## config.mk

```make
export PLATFORM = sky130hd
export DESIGN_NAME = rsc_ram
export DESIGN_NICKNAME = d
export VERILOG_FILES = /design/src/rsc_ram.sv
export SDC_FILE = /design/constraint.sdc
export NUM_CORES = 1
export LEC_CHECK = 0
export BUFFER_PORTS_ARGS = -buffer_cell sky130_fd_sc_hd__buf_2
export CAP_MARGIN = 15
export CORE_MARGIN = 3
export CORE_UTILIZATION = 35
export CTS_CLUSTER_SIZE = 24
export DETAILED_ROUTE_END_ITERATION = 10
export HOLD_SLACK_MARGIN = 0.05
export SYNTH_ARGS = -nofsm -noshare
export SYNTH_HDL_FRONTEND = slang
export SYNTH_SLANG_ARGS = --single-unit
```

## constraint.sdc

```tcl
create_clock -name clk_i -period 1.38 [get_ports clk_i]
set_input_delay 0.345 -clock clk_i [delete_from_list [all_inputs] [get_ports clk_i]]
set_output_delay 0.345 -clock clk_i [all_outputs]
set_load 0.005 [all_outputs]
```

## src/rsc_ram.sv

```systemverilog
// ----------------------------------------------------------------------------
// rsc_ram
// Generic RAM: one write port, two read ports, registered read data.
// ----------------------------------------------------------------------------
module rsc_ram #(
  parameter int WIDTH = 8,
  parameter int DEPTH = 4
) (
  input  logic                     clk_i,
  input  logic                     we_i,
  input  logic [$clog2(DEPTH)-1:0] waddr_i,
  input  logic [WIDTH-1:0]         wdata_i,
  input  logic [$clog2(DEPTH)-1:0] raddr_a_i,
  input  logic [$clog2(DEPTH)-1:0] raddr_b_i,
  output logic [WIDTH-1:0]         rdata_a_o,
  output logic [WIDTH-1:0]         rdata_b_o
);

  logic [WIDTH-1:0] mem_q [DEPTH];
  logic [WIDTH-1:0] rdata_a_q;
  logic [WIDTH-1:0] rdata_b_q;

  always_ff @(posedge clk_i) begin
    if (we_i) begin
      mem_q[waddr_i] <= wdata_i;
    end
    rdata_a_q <= mem_q[raddr_a_i];
    rdata_b_q <= mem_q[raddr_b_i];
  end

  assign rdata_a_o = rdata_a_q;
  assign rdata_b_o = rdata_b_q;

endmodule
```

==> impl_metrics.toml, run 1 <==
[cts]
postCtsHoldBufs = 0
clockBufferDepth = 2
numCtsBuffers = 5
htree_levels = 2
root_buffer = "clkbuf_8"
post_cts_buffers = 0
cts.sinks = 48
postCtsResizedCells = 0
cts_tree = "built"
clkTransAtPathRegs_ns = 0.08
clk_latency_ns = 0.29

[power]
internal-power_w = 0.00216
p_clk_share_pct = 30.8
p_leak_nw = 0.762
p_sw_share_pct = 20.5
seqPwrFrac_pct = 61.0
p_per_area_nw_per_um2 = 1310
power_frac_comb_pct = 8.2
p_switching_w = 0.000557
peakVddDrop_v = 0.000632

[finish]
area_growth_pct = 21.1
antenna_cells = 0
nets = 128
final_cell_mix = "32 x edfxtp_1, 31 x buf_2, 16 x mux4_2, 16 x dfxtp_1, 6 x clkbuf_8"
fin_cells = 178
final-seq-area_um2 = 1280
multi_input_area_um2 = 397
nFillCells = 396
drive_above_1_share_pct = 54.9
layout_commonest_cell = "edfxtp_1"

[sta]
final_max_slew_viol_count = 0
fin_ws_ns = 0.309
worst_pin_slew_ns = 0.297
rsz0062_at_grt = "no"
period_minus_slack_ns = 1.07
period_share_pct = 77.6
setup_tns_ns = 0
hold_violations = 0
fin_skew_ns = 0.00324
fmax_mhz = 933
timing.slew.headroom_pct = 80.2
hold_ws_ns = 0.259
setup_viol = 0

[worst_setup_path]
cp-end-kind = "output port"
critPathKind = "reg2out"
critPathRequiredTime_ns = 1.03
crit_fanout = 1
slowest_delay_ns = 0.32
worstPathCellList = "buf_2"
cp_num_buf_inv = 1
crit_slowest_cell = "dfxtp_1"
start_kind = "flip-flop"
cp.arrival_ns = 0.73
path_delay_family = "flip-flops"

[synth]
synthCells = 72
ys_seq_elements = 48
synth_cell_types = 8
syn_area_um2 = 1710
synth-seq-area-share_pct = 75.1
syn_nets = 88
ys_warn_count = 0
avgSynthCellArea_um2 = 23.7

[detailed_routing]
drt_first_iter_violations = 78
via_per_inst = 4.57
drc_errors = 0
num_vias = 813
ant_nets = 0
wl_per_cell_um = 16.4
dr.pass1.iters = 4
wl_mm = 2.91

[placement]
post-place-cells = 170
finalWeightedCongestion = 0.664
post-dp-hpwl_mm = 2.04
dp_slack_ns = 0.0569
portBuffers = 31

[floorplan]
die_h_um = 75.8
io_pins = 32
die-area_um2 = 5750
rows = 24
core_area_um2 = 4530
die_w_um = 75.8
initial_core_util_pct = 37.6

[hold_path]
hold_class = "in2reg"

[run_status]
status = "complete, no violations"

[global_routing]
grt_antenna_before_repair = 0
gr-total-overflow = 0
gr-usage-all-layers_pct = 11.6
grt_pass1_wl_mm = 4.45
grt_max_degree = 15
grt_pass1_vias = 890

[job]
maxCapViolations = 0
final timing paths:
check / depth (start not counted) / from / slack (ns) / to
worst max-delay path: 1 / rdata_a_o[6]$_DFF_P_ / 0.31 / rdata_a_o[6]
worst min-delay path: 1 / wdata_i[2] / 0.26 / mem_q[2][2]$_DFFE_PP_
worst max register to register: 1 / mem_q[2][4]$_DFFE_PP_ / 0.38 / rdata_b_o[4]$_DFF_P_
worst min register to register: 1 / mem_q[2][2]$_DFFE_PP_ / 0.59 / rdata_a_o[2]$_DFF_P_
kinds of logic (layout without fill, tap and decap cells):
logic type | count (synthesis) | in the layout | synth area share [%]
flip-flops | 48 | 48 | 75.1
buffers and inverters | 4 | 45 | 1.91
multiplexers | 16 | 16 | 21.1
AND/OR/NAND/NOR | 4 | 4 | 1.83
metal layers:
metal | global-route usage, % | wire [µm]
met5 | 0 | 0
met4 | 5.83 | 65
met3 | 3.69 | 148
met2 | 18.5 | 1460
met1 | 14.1 | 1240
cells in the mapped netlist (all sizes together):
master,n,share of area [%]
and3,1,0.37
and3b,2,1.0
buf,2,1.3
clkbuf,2,0.59
dfxtp,16,19
edfxtp,32,56
mux4,16,21
nor3b,1,0.44
area by class of cell:
type	instances	share of cell area, %
clock buffer	6	4.00
clock inverter	2	0.485
multi-input combinational	20	19.2
sequential	48	62.1
tap	65	3.94
timing repair buffer	37	10.3
sequential cells by signal (all words and copies together), names as in the netlist:
signal	count
rdata_b_o	8
rdata_a_o	8
mem_q	32
power groups by stage:
| stage | clock [W] | combinational [W] | sequential (W) |
|---|---|---|---|
| final | 0.000836 | 0.000222 | 0.00166 |
| after global routing | 0.000925 | 0.000246 | 0.00167 |
| after CTS | 0.000859 | 0.000229 | 0.00166 |
| after detailed placement | 0 | 0.000229 | 0.00169 |
| after global placement | 0 | 0.000225 | 0.00169 |
| after floorplan | 0 | 0.000112 | 0.00169 |
metrics by stage:
step / utilization [%] / power, W / area (µm²)
after CTS: 45.5 / 0.00275 / 2060
final: 45.5 / 0.00271 / 2060
after global routing: 45.5 / 0.00284 / 2060
after floorplan: - / 0.00180 / 1710
after detailed placement: 43.5 / 0.00192 / 1970
after global placement: 43.5 / 0.00191 / 1970
Power figures use the tool's default switching activity.
==> run 2: changes to the inputs <==
==> constraint.sdc (replaced) <==
create_clock -name clk_i -period 1 [get_ports clk_i]
set_input_delay 0.25 -clock clk_i [delete_from_list [all_inputs] [get_ports clk_i]]
set_output_delay 0.25 -clock clk_i [all_outputs]
set_load 0.005 [all_outputs]
==> impl_metrics.toml, run 2 (synthesis results as in run 1) <==
[sta]
setup_viol = 0
fmax_mhz = 1010
period_share_pct = 99.2
timing.slew.headroom_pct = 84.3
period_minus_slack_ns = 0.992
worst_pin_slew_ns = 0.236
hold_violations = 0
rsz0062_at_grt = "yes"
fin_ws_ns = 0.00782
final_max_slew_viol_count = 0
fin_skew_ns = 0.00702
setup_tns_ns = 0

[power]
p_per_area_nw_per_um2 = 1720
p_leak_nw = 0.778
peakVddDrop_v = 0.000986
p_total_w = 0.00369

[worst_setup_path]
r2r_setup_slack_ns = 0.008
r2r_start = "mem_q[3][0]$_DFFE_PP_"
crit_start = "mem_q[3][0]$_DFFE_PP_"
r2r_cells = 1
start_kind = "flip-flop"
path_delay_family = "multiplexers"
cp_num_buf_inv = 0
slowest_delay_ns = 0.47
crit_fanout = 2
r2r_end = "rdata_a_o[0]$_DFF_P_"
worstPathCellList = "mux4_2"
critPathRequiredTime_ns = 1.17
cp-end-kind = "flip-flop"
crit_cells = 1
cp.arrival_ns = 1.16
critical_path.endpoint = "rdata_a_o[0]$_DFF_P_"
critPathKind = "reg2reg"
crit_slowest_cell = "mux4_2"

[floorplan]
die_w_um = 75.8
initial_core_util_pct = 37.6
die_h_um = 75.8
rows = 24
core_area_um2 = 4530
io_pins = 32
die-area_um2 = 5750

[finish]
antenna_cells = 0
final_cell_mix = "32 x edfxtp_1, 29 x buf_2, 16 x mux4_2, 11 x dfxtp_1, 6 x buf_12"
area_growth_pct = 25.5
fin_cells = 178
largest_register_ffs = 32
drive_above_1_share_pct = 57.5
fin_util_pct = 47.2
nets = 128
top_register = "mem_q"
layout_commonest_cell = "edfxtp_1"

[run_status]
status = "complete, no violations"

[detailed_routing]
drc_errors = 0
via_per_inst = 4.65
drt_first_iter_violations = 38
ant_nets = 0
wl_per_cell_um = 15.4
dr.pass1.iters = 2
wl_mm = 2.75
num_vias = 827

[global_routing]
grt_pass1_vias = 882
grt_antenna_before_repair = 0
grt_max_degree = 15
gr-usage-all-layers_pct = 11.2
gr-total-overflow = 0
grt_pass1_wl_mm = 4.40

[cts]
cts_tree = "built"
clockBufferDepth = 2
cts.sinks = 48
clkTransAtPathRegs_ns = 0.08
clk_latency_ns = 0.29
numCtsBuffers = 5
root_buffer = "clkbuf_8"
htree_levels = 2

[job]
maxCapViolations = 0

[hold_path]
whs_path_depth = 1
hold_class = "in2reg"

[placement]
finalWeightedCongestion = 0.687
dp_slack_ns = -0.128
portBuffers = 31
post-place-cells = 170
run 2: worst min path at each step:
stage	start	to	slack (ns)
2_1_floorplan	wdata_i[0]	mem_q[0][0]$_DFFE_PP_	0.35
3_3_place_gp	wdata_i[2]	mem_q[2][2]$_DFFE_PP_	0.46
3_5_place_dp	wdata_i[5]	mem_q[0][5]$_DFFE_PP_	0.47
4_1_cts	wdata_i[0]	mem_q[3][0]$_DFFE_PP_	0.16
5_1_grt	wdata_i[2]	mem_q[3][2]$_DFFE_PP_	0.16
6_report	wdata_i[0]	mem_q[3][0]$_DFFE_PP_	0.17
run 2: cell type report:
class	count	area, µm²
Clock buffer	7	76.3
Clock inverter	1	5.00
Fill cell	411	2390
Multi-Input combinational cell	20	403
Sequential cell	48	1290
Tap cell	65	81.3
Timing Repair Buffer	37	288
run 2: routing by layer:
layer  track usage, %  share of wire, %  up-vias
met3             3.56               4.1        5
li1                 -                 -      381
met2             20.8                58       21
met5                0                 0        -
met4             4.66               1.7        0
met1             11.5                36      420
run 2: what timing repair did:
item	CTS	global route
buffers inserted	0	0
hold buffers	0	0
setup endpoints to repair	0	20
gates resized for setup	0	7
run 2: power breakdown:
part | switching (W) | internal, W | leakage [nW] | total [W]
logic | 0.000131 | 0.000210 | 0.306 | 0.000341
registers | 0.0000420 | 0.00225 | 0.429 | 0.00229
clock network | 0.000561 | 0.000491 | 0.0422 | 0.00105
run 2: per-stage QoR:
step | hold WS [ns] | area, µm²
5_1_grt | 0.164 | 2140
3_5_place_dp | 0.469 | 2040
4_1_cts | 0.162 | 2120
3_3_place_gp | 0.460 | 2040
2_1_floorplan | 0.349 | 1720
6_report | 0.172 | 2140
==> run 3: changes to the inputs <==
==> constraint.sdc (replaced) <==
create_clock -name clk_i -period 1 [get_ports clk_i]
set_input_delay 0.05 -clock clk_i [delete_from_list [all_inputs] [get_ports clk_i]]
set_output_delay 0.05 -clock clk_i [all_outputs]
set_load 0.005 [all_outputs]
==> impl_metrics.toml, run 3 (synthesis results as in run 1) <==
[run_status]
status = "finished, violations left"
violations = "setup timing"

[global_routing]
busiest_layer = "met2"
grt_antenna_before_repair = 0
gr-usage-all-layers_pct = 11.9
use_met1_pct = 13.5
grt_pass1_wl_mm = 4.64
gr-usage-met3_pct = 4.09
gr-total-overflow = 0
grt_max_degree = 15
grt_pass1_vias = 949
use_met2_pct = 20.4

[hold_path]
hold_end = "rdata_a_o[3]$_DFF_P_"
min_from = "raddr_a_i[1]"
hold_class = "in2reg"
whs_path_depth = 2

[worst_setup_path]
worstPathCellList = "mux4_2"
critPathRequiredTime_ns = 1.17
path_delay_family = "multiplexers"
r2r_cells = 1
crit_fanout = 2
cp_num_buf_inv = 0
r2r_start = "mem_q[3][5]$_DFFE_PP_"
slowest_delay_ns = 0.48
crit_slowest_cell = "mux4_2"
r2r_setup_slack_ns = -0.001
critPathKind = "reg2reg"
crit_start = "mem_q[3][5]$_DFFE_PP_"
start_kind = "flip-flop"
r2r_end = "rdata_b_o[5]$_DFF_P_"
cp.arrival_ns = 1.17
cp-end-kind = "flip-flop"

[floorplan]
die-area_um2 = 5750
initial_core_util_pct = 37.6
core_area_um2 = 4530
rows = 24
die_w_um = 75.8
io_pins = 32
die_h_um = 75.8

[detailed_routing]
wl_per_cell_um = 15.8
drc_errors = 0
wl_mm = 2.97
dr.pass1.iters = 4
drt_first_iter_violations = 67
via_per_inst = 4.62
num_vias = 868
ant_nets = 0

[sta]
setup_viol = 2
fin_skew_ns = 0.00455
fmax_mhz = 999
fin_ws_ns = -0.00117
rsz0062_at_grt = "yes"
timing.slew.headroom_pct = 83.5
period_minus_slack_ns = 1.00
hold_violations = 0
period_share_pct = 100
worst_pin_slew_ns = 0.247
final_max_slew_viol_count = 0

[cts]
clk_latency_ns = 0.29
cts_tree = "built"
root_buffer = "clkbuf_8"
numCtsBuffers = 5
htree_levels = 2
post_cts_buffers = 0
postCtsResizedCells = 0
clockBufferDepth = 2
cts.sinks = 48
clkTransAtPathRegs_ns = 0.08

[power]
internal-power_w = 0.00320
seqPwrFrac_pct = 57.9
peakVddDrop_v = 0.000970
p_switching_w = 0.000756
p_clk_share_pct = 33.4
p_leak_nw = 0.815
p_sw_share_pct = 19.1
p_total_w = 0.00395
power_frac_comb_pct = 8.7
p_per_area_nw_per_um2 = 1810

[finish]
top_register = "mem_q"
largest_register_ffs = 32
final-seq-area_um2 = 1280
final_area_um2 = 2190
final_cell_mix = "32 x edfxtp_1, 31 x buf_2, 16 x mux4_2, 16 x dfxtp_1, 8 x dlygate4sd3_1"
fin_util_pct = 48.2
multi_input_area_um2 = 397
nFillCells = 393
layout_commonest_cell = "edfxtp_1"
drive_above_1_share_pct = 51.2
antenna_cells = 0
fin_cells = 188
area_growth_pct = 28.2
nets = 138

[job]
maxCapViolations = 0

[placement]
dp_slack_ns = 0.00728
finalWeightedCongestion = 0.673
post_dp_cell_area_um2 = 2000
post-place-cells = 172
portBuffers = 31
-- run 3: changes by cell type in the layout (fill, tap and decap cells not counted), moves of 2 or more --
cell | before | now
dlygate4sd3_1 | 0 | 8
buf_4 | 0 | 6
dfxtp_1 | 11 | 16
dfxtp_2 | 5 | 0
buf_12 | 6 | 2
buf_2 | 29 | 31
buf_6 | 2 | 0
-- run 3: stage by stage --
| stage | hold WS, ns | setup TNS (ns) |
|---|---|---|
| floorplan | 0.149 | 0 |
| global placement | 0.260 | 0 |
| detailed placement | 0.266 | 0 |
| CTS | 0.201 | -0.00162 |
| global route | 0.194 | -0.199 |
| finish | 0.205 | -0.00192 |
-- run 3: power groups by stage --
| stage | sequential, W | clock, W | combinational [W] |
|---|---|---|---|
| after floorplan | 0.00233 | 0 | 0.000155 |
| after global placement | 0.00233 | 0 | 0.000321 |
| after detailed placement | 0.00234 | 0 | 0.000329 |
| after CTS | 0.00229 | 0.00135 | 0.000353 |
| after global routing | 0.00231 | 0.00146 | 0.000376 |
| final | 0.00229 | 0.00132 | 0.000345 |
-- run 3: per-layer routing --
| layer | vias up | share of wire [%] | wire length, µm |
|---|---|---|---|
| li1 | 396 | - | - |
| met1 | 431 | 41 | 1220 |
| met2 | 36 | 51 | 1530 |
| met3 | 5 | 6.5 | 193 |
| met4 | 0 | 1.0 | 31 |
| met5 | - | 0 | 0 |
-- run 3: timing repair --
item | CTS | global route
cloned | 0 | 0
hold buffers | 8 | 0
endpoints found under the setup margin | 1 | 15
hold endpoints to repair | 32 | 0
pin swaps | 0 | 0
-- run 3: final cells by class --
| class | count | area share (%) |
|---|---|---|
| Clock buffer | 6 | 3.32 |
| Timing Repair Buffer | 47 | 14.6 |
| Sequential cell | 48 | 58.6 |
| Clock inverter | 2 | 1.60 |
| Multi-Input combinational cell | 20 | 18.1 |
| Tap cell | 65 | 3.72 |
-- run 3: how the worst max path moves through the flow --
stage,endpoint,slack (ns),cells past startpoint
floorplan,rdata_a_o[0]$_DFF_P_,0.07,1
global placement,rdata_a_o[4]$_DFF_P_,0.03,1
detailed placement,rdata_b_o[5]$_DFF_P_,0.007,1
CTS,rdata_b_o[1]$_DFF_P_,-0.002,1
global route,rdata_b_o[1]$_DFF_P_,-0.03,1
finish,rdata_b_o[5]$_DFF_P_,-0.001,1
